## src/sv/frob_pkg.sv

```systemverilog
// Shared types and constants for the Frobenius norm accumulator.
// Used by frob_ctrl, frob_datapath and frobenius_norm_accumulator_core.
// Depends on nothing else.
package frob_pkg;

  localparam int unsigned ELEM_W  = 16;
  localparam int unsigned SQ_W    = 31;  // |element|^2 is at most 2^30
  localparam int unsigned NORM_W  = 22;
  localparam int unsigned CFG_W   = 7;
  localparam int unsigned CFG_IDX_W = 2;

  localparam logic [NORM_W-1:0] NORM_MAX = {NORM_W{1'b1}};

  localparam logic [CFG_W-1:0] ROW_COUNT_RESET    = 7'd5;
  localparam logic [CFG_W-1:0] COLUMN_COUNT_RESET = 7'd8;

  localparam logic [CFG_IDX_W-1:0] CFG_ROW_COUNT    = 2'd0;
  localparam logic [CFG_IDX_W-1:0] CFG_COLUMN_COUNT = 2'd1;

  typedef enum logic [1:0] {
    ST_ACCUM,
    ST_FLUSH,
    ST_ROOT,
    ST_DONE
  } state_e;

  typedef struct packed {
    logic accept;
    logic sq_add;
    logic start_root;
    logic root_step;
    logic load_out;
  } cmd_t;

  typedef struct packed {
    logic last_elem;
    logic root_last;
  } status_t;

endpackage

```

## src/sv/frob_ctrl.sv

```systemverilog
// Controller state machine for the Frobenius norm accumulator.
// Sequences accumulation, the square root iterations and the output register.
// Depends on frob_pkg.
module frob_ctrl (
  input  logic              clk_i,
  input  logic              rst_ni,
  input  logic              in_valid_i,
  output logic              in_stall_o,
  output logic              out_valid_o,
  input  logic              out_stall_i,
  input  frob_pkg::status_t status_i,
  output frob_pkg::cmd_t    cmd_o
);

  frob_pkg::state_e state_q, state_d;
  logic sq_vld_q, sq_vld_d;
  logic out_valid_q, out_valid_d;
  logic out_free;

  assign out_free = ~out_valid_q | ~out_stall_i;

  always_ff @(posedge clk_i or negedge rst_ni) begin
    if (!rst_ni) begin
      state_q     <= frob_pkg::ST_ACCUM;
      sq_vld_q    <= 1'b0;
      out_valid_q <= 1'b0;
    end else begin
      state_q     <= state_d;
      sq_vld_q    <= sq_vld_d;
      out_valid_q <= out_valid_d;
    end
  end

  always_comb begin
    state_d = state_q;
    case (state_q)
      frob_pkg::ST_ACCUM: begin
        if (in_valid_i && status_i.last_elem) state_d = frob_pkg::ST_FLUSH;
      end
      frob_pkg::ST_FLUSH: state_d = frob_pkg::ST_ROOT;
      frob_pkg::ST_ROOT: begin
        if (status_i.root_last) state_d = frob_pkg::ST_DONE;
      end
      frob_pkg::ST_DONE: begin
        if (out_free) state_d = frob_pkg::ST_ACCUM;
      end
      default: state_d = frob_pkg::ST_ACCUM;
    endcase
  end

  always_comb begin
    cmd_o      = '0;
    in_stall_o = 1'b1;
    case (state_q)
      frob_pkg::ST_ACCUM: begin
        in_stall_o    = 1'b0;
        cmd_o.accept  = in_valid_i;
        cmd_o.sq_add  = sq_vld_q;
      end
      frob_pkg::ST_FLUSH: cmd_o.start_root = 1'b1;
      frob_pkg::ST_ROOT:  cmd_o.root_step  = 1'b1;
      frob_pkg::ST_DONE:  cmd_o.load_out   = out_free;
      default: ;
    endcase
  end

  // The square of a taken word lands in the next cycle and is added then.
  assign sq_vld_d = cmd_o.accept;

  always_comb begin
    out_valid_d = out_valid_q;
    if (cmd_o.load_out) begin
      out_valid_d = 1'b1;
    end else if (!out_stall_i) begin
      out_valid_d = 1'b0;
    end
  end

  assign out_valid_o = out_valid_q;

endmodule

```

## src/sv/frob_datapath.sv

```systemverilog
// Datapath for the Frobenius norm accumulator: config registers, squarer,
// accumulator, element counter, bit-serial square root and output register.
// Depends on frob_pkg.
module frob_datapath #(
  parameter int unsigned MAX_ROWS = 64,
  parameter int unsigned MAX_COLS = 64
) (
  input  logic                                clk_i,
  input  logic                                rst_ni,
  input  logic                                cfg_we_i,
  input  logic [frob_pkg::CFG_IDX_W-1:0]      cfg_idx_i,
  input  logic [frob_pkg::CFG_W-1:0]          cfg_data_i,
  input  logic signed [frob_pkg::ELEM_W-1:0]  element_i,
  input  frob_pkg::cmd_t                      cmd_i,
  output frob_pkg::status_t                   status_o,
  output logic [frob_pkg::NORM_W-1:0]         norm_o
);

  localparam int unsigned MAX_ELEMS = MAX_ROWS * MAX_COLS;
  localparam int unsigned CNT_W     = $clog2(MAX_ELEMS + 1);
  localparam int unsigned PROD_W    = 2 * frob_pkg::CFG_W;
  localparam int unsigned CMP_W     = (CNT_W > PROD_W) ? CNT_W : PROD_W;
  localparam int unsigned SUM_W     = frob_pkg::SQ_W - 1 + CNT_W;
  localparam int unsigned ROOT_W    = (SUM_W + 1) / 2;
  localparam logic [SUM_W-1:0] BIT_INIT = SUM_W'(1) << (2 * (ROOT_W - 1));
  localparam logic [SUM_W-1:0] NORM_SAT = SUM_W'(frob_pkg::NORM_MAX);

  function automatic logic [frob_pkg::CFG_W-1:0] clamp_count(
    input logic [frob_pkg::CFG_W-1:0] v,
    input int unsigned                maxv
  );
    logic [frob_pkg::CFG_W-1:0] r;
    r = v;
    if (v == '0) begin
      r = frob_pkg::CFG_W'(1);
    end else if (32'(v) > maxv) begin
      r = frob_pkg::CFG_W'(maxv);
    end
    return r;
  endfunction

  logic [frob_pkg::CFG_W-1:0] row_count_q, column_count_q;
  logic [frob_pkg::CFG_W-1:0] rows_c, cols_c;
  logic [PROD_W-1:0]          total;
  logic [CMP_W-1:0]           idx_next;
  logic [CNT_W-1:0]           idx_q, idx_d;

  logic [frob_pkg::ELEM_W-1:0]   mag;
  logic [2*frob_pkg::ELEM_W-1:0] prod;
  logic [frob_pkg::SQ_W-1:0]     sq_q;
  logic [SUM_W-1:0]              sum_q, sum_d, sum_plus;

  logic [SUM_W-1:0] x_q, root_q, bit_q;
  logic [SUM_W:0]   trial;
  logic             take;
  logic [frob_pkg::NORM_W-1:0] norm_q;

  // Configuration registers.
  always_ff @(posedge clk_i or negedge rst_ni) begin
    if (!rst_ni) begin
      row_count_q    <= frob_pkg::ROW_COUNT_RESET;
      column_count_q <= frob_pkg::COLUMN_COUNT_RESET;
    end else if (cfg_we_i) begin
      case (cfg_idx_i)
        frob_pkg::CFG_ROW_COUNT:    row_count_q    <= cfg_data_i;
        frob_pkg::CFG_COLUMN_COUNT: column_count_q <= cfg_data_i;
        default: ;
      endcase
    end
  end

  assign rows_c   = clamp_count(row_count_q, MAX_ROWS);
  assign cols_c   = clamp_count(column_count_q, MAX_COLS);
  assign total    = rows_c * cols_c;
  assign idx_next = CMP_W'(idx_q) + CMP_W'(1);
  assign status_o.last_elem = (idx_next >= CMP_W'(total));

  always_comb begin
    idx_d = idx_q;
    if (cmd_i.accept) begin
      idx_d = status_o.last_elem ? '0 : idx_next[CNT_W-1:0];
    end
  end

  // The square is registered; it joins the sum in the following cycle.
  assign mag  = element_i[frob_pkg::ELEM_W-1] ? (~element_i + 1'b1) : element_i;
  assign prod = mag * mag;

  always_ff @(posedge clk_i) begin
    if (cmd_i.accept) sq_q <= prod[frob_pkg::SQ_W-1:0];
  end

  assign sum_plus = sum_q + SUM_W'(sq_q);

  always_comb begin
    sum_d = sum_q;
    if (cmd_i.start_root) begin
      sum_d = '0;
    end else if (cmd_i.sq_add) begin
      sum_d = sum_plus;
    end
  end

  always_ff @(posedge clk_i or negedge rst_ni) begin
    if (!rst_ni) begin
      idx_q <= '0;
      sum_q <= '0;
    end else begin
      idx_q <= idx_d;
      sum_q <= sum_d;
    end
  end

  // Restoring square root, one root bit per step.
  assign trial = {1'b0, root_q} + {1'b0, bit_q};
  assign take  = ({1'b0, x_q} >= trial);
  assign status_o.root_last = bit_q[0];

  always_ff @(posedge clk_i) begin
    if (cmd_i.start_root) begin
      x_q    <= sum_plus;
      root_q <= '0;
      bit_q  <= BIT_INIT;
    end else if (cmd_i.root_step) begin
      if (take) begin
        x_q    <= x_q - trial[SUM_W-1:0];
        root_q <= (root_q >> 1) + bit_q;
      end else begin
        root_q <= root_q >> 1;
      end
      bit_q <= bit_q >> 2;
    end
  end

  always_ff @(posedge clk_i) begin
    if (cmd_i.load_out) begin
      norm_q <= (root_q > NORM_SAT) ? frob_pkg::NORM_MAX : root_q[frob_pkg::NORM_W-1:0];
    end
  end

  assign norm_o = norm_q;

endmodule

```

## src/sv/frobenius_norm_accumulator_core.sv

```systemverilog
// Frobenius norm accumulator: one signed Q8.8 word per cycle when not stalled, norm in Q14.8.
// After the last word of a matrix is taken, a flush step starts the square root,
// which yields one bit a cycle, and norm_o is registered once the output is free.
// Input is stalled from the last word of a matrix until the norm is loaded.
// Reset (rst_ni low, asynchronous) clears the sum, counter and output valid,
// and sets row_count to 5 and column_count to 8.
module frobenius_norm_accumulator_core #(
  parameter int unsigned MAX_ROWS = 64,
  parameter int unsigned MAX_COLS = 64
) (
  input  logic                                clk_i,
  input  logic                                rst_ni,
  input  logic                                cfg_we_i,
  input  logic [frob_pkg::CFG_IDX_W-1:0]      cfg_idx_i,
  input  logic [frob_pkg::CFG_W-1:0]          cfg_data_i,
  input  logic                                in_valid_i,
  output logic                                in_stall_o,
  input  logic signed [frob_pkg::ELEM_W-1:0]  element_i,
  output logic                                out_valid_o,
  input  logic                                out_stall_i,
  output logic [frob_pkg::NORM_W-1:0]         norm_o
);

  frob_pkg::cmd_t    cmd;
  frob_pkg::status_t status;

  frob_ctrl u_ctrl (
    .clk_i       (clk_i),
    .rst_ni      (rst_ni),
    .in_valid_i  (in_valid_i),
    .in_stall_o  (in_stall_o),
    .out_valid_o (out_valid_o),
    .out_stall_i (out_stall_i),
    .status_i    (status),
    .cmd_o       (cmd)
  );

  frob_datapath #(
    .MAX_ROWS (MAX_ROWS),
    .MAX_COLS (MAX_COLS)
  ) u_datapath (
    .clk_i      (clk_i),
    .rst_ni     (rst_ni),
    .cfg_we_i   (cfg_we_i),
    .cfg_idx_i  (cfg_idx_i),
    .cfg_data_i (cfg_data_i),
    .element_i  (element_i),
    .cmd_i      (cmd),
    .status_o   (status),
    .norm_o     (norm_o)
  );

endmodule

```

## config.mk

```make
export PLATFORM = sky130hd
export DESIGN_NAME = frobenius_norm_accumulator_core
export DESIGN_NICKNAME = d
export VERILOG_FILES = /design/src/sv/frob_pkg.sv /design/src/sv/frob_ctrl.sv /design/src/sv/frob_datapath.sv /design/src/sv/frobenius_norm_accumulator_core.sv
export SDC_FILE = /design/constraint.sdc
export NUM_CORES = 1
export LEC_CHECK = 0
export ABC_CLOCK_PERIOD_IN_PS = 7400
export BUFFER_PORTS_ARGS = -buffer_cell sky130_fd_sc_hd__buf_2
export CAP_MARGIN = 20
export CORE_AREA = 2 2 230 209
export CTS_CLUSTER_SIZE = 16
export DETAILED_ROUTE_END_ITERATION = 6
export DIE_AREA = 0 0 232 211
export PLACE_DENSITY = 0.74
export SYNTH_ARGS = -nofsm -noshare
export SYNTH_HDL_FRONTEND = slang
export SYNTH_SLANG_ARGS = --single-unit
export TNS_END_PERCENT = 100
```

## constraint.sdc

```tcl
create_clock -name clk_i -period 7.4 [get_ports clk_i]
set_clock_uncertainty 0.05 [all_clocks]
set_input_delay 0.74 -clock clk_i [delete_from_list [all_inputs] [get_ports clk_i]]
set_output_delay 0.74 -clock clk_i [all_outputs]
set_load 0.03 [all_outputs]
```

==> flow_metrics.tcl, run 1 <==
set metrics [dict create \
    status "completed" \
    crit_path_frequent_cell "fa_1" \
    portBuffers 53 \
    diodes 0 \
    grt_use_met2_pct 42.64 \
    synth_top_area_share_pct 14.99 \
    syn_area_um2 25370 \
    track_usage_pct 24.78 \
    htreeDepth 1 \
    nets 3522 \
    setup_ws_ns 0.2140 \
    root_buffer "clkbuf_16" \
    hold_path_class "input port to flop" \
    place.gp.congestion 0.9581 \
    syn2layout_area_growth_pct 12.19 \
    worst_ep_arrival_time_ns 7.43 \
    hold_slack_ns 0.3464 \
    grt_max_degree 68 \
    met3_usage_pct 2.335 \
    drive_above_1_share_pct 12.42 \
    yosys-top-cells-count "nor2_1, inv_1, ha_1" \
    cts.clk_slew.worst_paths_ns 0.06 \
    clock_path_buffers 3 \
    synth_most_common_cell "nor2_1" \
    worstSetupPathType "input port to flop" \
    fmax_mhz 139.2 \
    post-place-ws_ns -0.5216 \
    crit_path_top_delay_cell "fa_1" \
    synthDistinctLibCells 92 \
    syn_avg_cell_area_um2 8.746 \
    hpwl_um 48170 \
    grt.met1_usage_pct 33.04 \
    cts_buffers 27 \
    crit_required_ns 7.65 \
    dr_total_vias 20870 \
    die-area_um2 48950 \
    rsz0062_at_grt "true" \
    routedWlPerCell_um 16.50 \
    die_y_um 211 \
    clock_latency_ns 0.59 \
    gr-total-overflow 0 \
    clkSinkCount 234 \
    core_um2 46450 \
    end_kind "flop" \
    critPathTopFamily "adder cells" \
    max_stage_delay_ns 0.54 \
    finalCriticalPeriod_ns 7.186 \
    io_pins 54 \
    cp-start-kind "input port" \
    grt_pass1_vias 20740 \
    antenna_found_initial 0 \
    drc 0 \
    tightest_slew_ns 1.072 \
    ys.flop_type "edfxtp_1" \
    die-width_um 232 \
    async_reset_ff_share_pct 31.62 \
    period_share_pct 97.11 \
    first_iter_violations 1352 \
    synthCells 2901 \
    yosysTopAreaCell "fa_1" \
    synth_edf_count 95 \
    ys_seq_elements 234 \
    grt_pass1_wl_um 100300 \
    ant_nets 0 \
    drv_slew 0 \
    top_usage_layer "met2" \
    cap_violations 0 \
    synth.area.top_cells "fa_1, ha_1, edfxtp_1, dfrtp_1, dfxtp_1" \
    drt_wl_total_um 60630 \
    ys_warn_count 0 \
    cts_tree "built" \
    seq_area_frac_synth_pct 23.68 \
    rows 75 \
    start_util_pct 54.62 \
    report.final.setup_viol 0 \
    first_pass_iters 7 \
    cp_num_buf_inv 6 \
    critPathMaxFanout 3 \
    nFillCells 3900 \
    finalHoldViolations 0 \
    relSlewSlack_pct 28.18 \
    viasPerCell 5.679 \
]
-- stage by stage --
stage	utilization [%]	area, µm²	setup TNS (ns)	instances
6_report	61.28	28470	0	3675
5_1_grt	61.28	28470	-0.05642	3675
4_1_cts	60.95	28310	0	3671
3_5_place_dp	58.98	27400	-3.137	3620
3_3_place_gp	58.92	27370	-1.785	3619
2_1_floorplan	-	25670	-0.2597	2911
-- worst register-to-register path: stages (launching register included) --
cell	delay (ns)
dfrtp_1	0.39
or4_1	0.54
nor2_1	0.11
o21bai_1	0.19
or2_2	0.35
fa_1	0.52
fa_1	0.54
inv_1	0.05
fa_1	0.53
inv_1	0.06
fa_1	0.53
inv_1	0.05
ha_1	0.33
a21boi_0	0.13
o21ai_0	0.21
a21boi_0	0.13
o21a_1	0.19
o21ai_0	0.15
nand2b_1	0.07
a21oi_1	0.17
xor2_1	0.19
ha_1	0.27
and3_1	0.22
a211oi_4	0.37
buf_4	0.24
nor2b_1	0.13
o21ai_0	0.07
o21ai_0	0.08
-- sequential cells by signal, summed over array words and instances (netlist names) --
signal	cells
u_ctrl.sq_vld_q	1
u_datapath.sum_q	43
u_datapath.row_count_q	7
u_datapath.column_count_q	7
u_ctrl.out_valid_o	1
u_datapath.root_q	43
u_datapath.x_q	43
u_datapath.idx_q	13
u_ctrl.state_q	2
u_datapath.bit_q	22
u_datapath.norm_o	22
u_datapath.sq_q	30
-- area by class of cell --
| cell class | instances | area [µm²] | area share, % |
|---|---|---|---|
| clock buffers | 32 | 694.4 | 2.439 |
| clock inverters | 18 | 214.0 | 0.7516 |
| inverters | 310 | 1171 | 4.114 |
| multi-input cells | 2259 | 18150 | 63.76 |
| flip-flops and latches | 234 | 6010 | 21.11 |
| well taps | 616 | 770.7 | 2.708 |
| repair buffers | 206 | 1455 | 5.112 |
-- layout by cell type, fill, tap and decap left out, types with 12 or more instances in the layout --
cell	n
o21ai_0	130
dfxtp_1	65
mux2_2	16
and3_1	20
mux2i_1	33
o21bai_1	32
nand2_1	250
xor2_1	92
and2_1	17
nor3_1	39
buf_2	52
or3_1	18
dfrtp_1	71
nor2_1	304
o31ai_1	17
nor2b_1	31
ha_1	257
or2_2	13
nand2b_1	53
xnor2_1	113
fa_1	188
nand3_1	58
o21a_1	22
a31oi_1	43
buf_4	150
a311oi_1	14
edfxtp_1	95
conb_1	12
inv_1	299
a21oi_1	174
a211oi_1	25
clkbuf_16	27
nand4_1	32
a21o_1	50
-- kinds of logic after synthesis --
| logic type | share of synthesized area (%) |
|---|---|
| mux | 2.012 |
| compound gates | 16.14 |
| xor+xnor | 7.318 |
| flops | 23.68 |
| buf+inv | 6.415 |
| fa+ha+maj | 28.01 |
| simple gates | 16.39 |
| other cells | 0.02960 |
-- worst paths after layout --
| path | from | endpoint | slack, ns | cells after the start |
|---|---|---|---|---|
| worst max-delay path | element_i[3] | u_datapath.sq_q[30] | 0.21 | 30 |
| worst min register to register | u_datapath.bit_q[42] | u_datapath.bit_q[42] | 0.46 | 2 |
| worst max register to register | u_datapath.row_count_q[3] | u_datapath.idx_q[2] | 0.46 | 27 |
| min in group asynchronous | rst_ni | u_datapath.column_count_q[0] | 0.53 | 2 |
| worst min-delay path | out_stall_i | u_ctrl.out_valid_o | 0.35 | 2 |
| max in group asynchronous | rst_ni | u_datapath.sum_q[20] | 5.70 | 3 |
-- timing repair --
item,in CTS,in global routing
setup endpoints to repair,0,16
setup buffers,0,4
hold buffers,1,0
endpoints found under the hold margin,11,0
resized for setup,0,31
-- metal layers --
| layer | wire length (µm) | part of all wire [%] | vias up |
|---|---|---|---|
| met1 | 27350 | 45 | 9957 |
| met4 | 1848 | 3.0 | 0 |
| li1 | - | - | 10230 |
| met5 | 0 | 0 | - |
| met3 | 2565 | 4.2 | 117 |
| met2 | 28870 | 48 | 567 |
Power of run 1 is left out: the tool's default activity adds up to more than one toggle a clock period on the data nets, which glitch-free logic cannot reach.
==> run 2, diff against run 1 <==
--- a/config.mk
+++ b/config.mk
@@ -9,6 +9,7 @@
 export BUFFER_PORTS_ARGS = -buffer_cell sky130_fd_sc_hd__buf_2
 export CAP_MARGIN = 20
 export CORE_AREA = 2 2 230 209
+export CTS_BUF_LIST = sky130_fd_sc_hd__clkbuf_16
 export CTS_CLUSTER_SIZE = 16
 export DETAILED_ROUTE_END_ITERATION = 6
 export DIE_AREA = 0 0 232 211
==> run 2 against run 1 <==
Against the previous run: wire length increased by 0.16%; non-clock buffer count unchanged; worst hold slack about the same; via count increased by 0.11%; critical endpoint unchanged; largest cell class unchanged.
==> flow_metrics.tcl, run 2 (synthesis results as in run 1) <==
set metrics [dict create \
    hold_slack_ns 0.3468 \
    clock_path_buffers 3 \
    cp_num_buf_inv 6 \
    root_buffer "clkbuf_16" \
    routedWlPerCell_um 16.53 \
    cts.clk_slew.worst_paths_ns 0.06 \
    regArea_um2 6010 \
    viasPerCell 5.685 \
    syn2layout_area_growth_pct 12.19 \
    cap_violations 0 \
    dr_total_vias 20890 \
    grt_max_degree 68 \
    crit_required_ns 7.65 \
    rows 75 \
    cts_buffers 27 \
    drt_wl_total_um 60730 \
    finalHoldViolations 0 \
    nets 3522 \
    critPathMaxFanout 3 \
    final.setup.tns_ns 0 \
    io_pins 54 \
    setup_ws_ns 0.2140 \
    final_cell_mix "inv_1, nor2_1, ha_1" \
    clock_latency_ns 0.59 \
    multiInputGateArea_um2 18150 \
    drv_slew 0 \
    place.gp.congestion 0.9581 \
    track_usage_pct 24.78 \
    crit_path_top_delay_cell "fa_1" \
    hold_path_class "input port to flop" \
    worst_ep_arrival_time_ns 7.43 \
    crit_path_frequent_cell "fa_1" \
    hpwl_um 48170 \
    drive_above_1_share_pct 12.42 \
    htreeDepth 1 \
    status "completed" \
    diodes 0 \
    core_um2 46450 \
    fmax_mhz 139.2 \
    cts_tree "built" \
    top_regs "u_datapath.root_q (43), u_datapath.sum_q (43), u_datapath.x_q (43)" \
    drc 0 \
    grt_pass1_vias 20750 \
    period_share_pct 97.11 \
    first_iter_violations 1420 \
    tightest_slew_ns 1.076 \
    gr-total-overflow 0 \
    cp-start-kind "input port" \
    start_util_pct 54.62 \
    grt_pass1_wl_um 100200 \
    die-area_um2 48950 \
    relSlewSlack_pct 27.93 \
    antenna_found_initial 0 \
    worstSetupPathType "input port to flop" \
    end_kind "flop" \
    post-place-ws_ns -0.5216 \
    rsz0062_at_grt "true" \
    critPathTopFamily "adder cells" \
    first_pass_iters 5 \
    die-width_um 232 \
    die_y_um 211 \
    clkSinkCount 234 \
    report.final.setup_viol 0 \
    finalCriticalPeriod_ns 7.186 \
    nFillCells 3900 \
    portBuffers 53 \
    ant_nets 0 \
    max_stage_delay_ns 0.54 \
]
-- run 2: cell count changes in the layout (fill, tap and decap cells not counted) --
cell      before  now
clkbuf_1       5    0
inv_1        299  304
-- run 2: layout make-up --
type	instances	area share, %
multi-input combinational	2259	63.76
sequential	234	21.11
timing repair buffer	206	5.112
inverter	310	4.114
tap	616	2.708
clock buffer	27	2.374
clock inverter	23	0.8175
-- run 2: path summary, 6_finish.rpt --
kind	slack (ns)	start	depth (start not counted)	endpoint
min in group asynchronous	0.53	rst_ni	2	u_datapath.column_count_q[0]
max in group asynchronous	5.71	rst_ni	3	u_datapath.sum_q[20]
min	0.35	out_stall_i	2	u_ctrl.out_valid_o
max	0.21	element_i[3]	30	u_datapath.sq_q[30]
min reg2reg	0.46	u_datapath.bit_q[42]	2	u_datapath.bit_q[42]
max reg2reg	0.46	u_datapath.row_count_q[3]	27	u_datapath.idx_q[2]
-- run 2: repair_timing --
item | CTS | global route
endpoints found under the setup margin | 0 | 16
hold buffers | 1 | 0
resized for setup | 0 | 31
setup buffers | 0 | 4
endpoints found under the hold margin | 11 | 0
-- run 2: stage by stage --
stage	instances	utilization (%)	instance area, µm²
after floorplan	2911	-	25670
after global placement	3619	58.92	27370
after detailed placement	3620	58.98	27400
after CTS	3671	60.95	28310
after global routing	3675	61.28	28470
final	3675	61.28	28470
-- run 2: metal layers --
metal	wire (µm)	vias up	track usage, %
li1	-	10230	-
met1	27460	9986	33.02
met2	28910	563	42.61
met3	2542	110	2.335
met4	1825	0	7.825
met5	0	-	0
Power of run 2 is left out for the same reason.
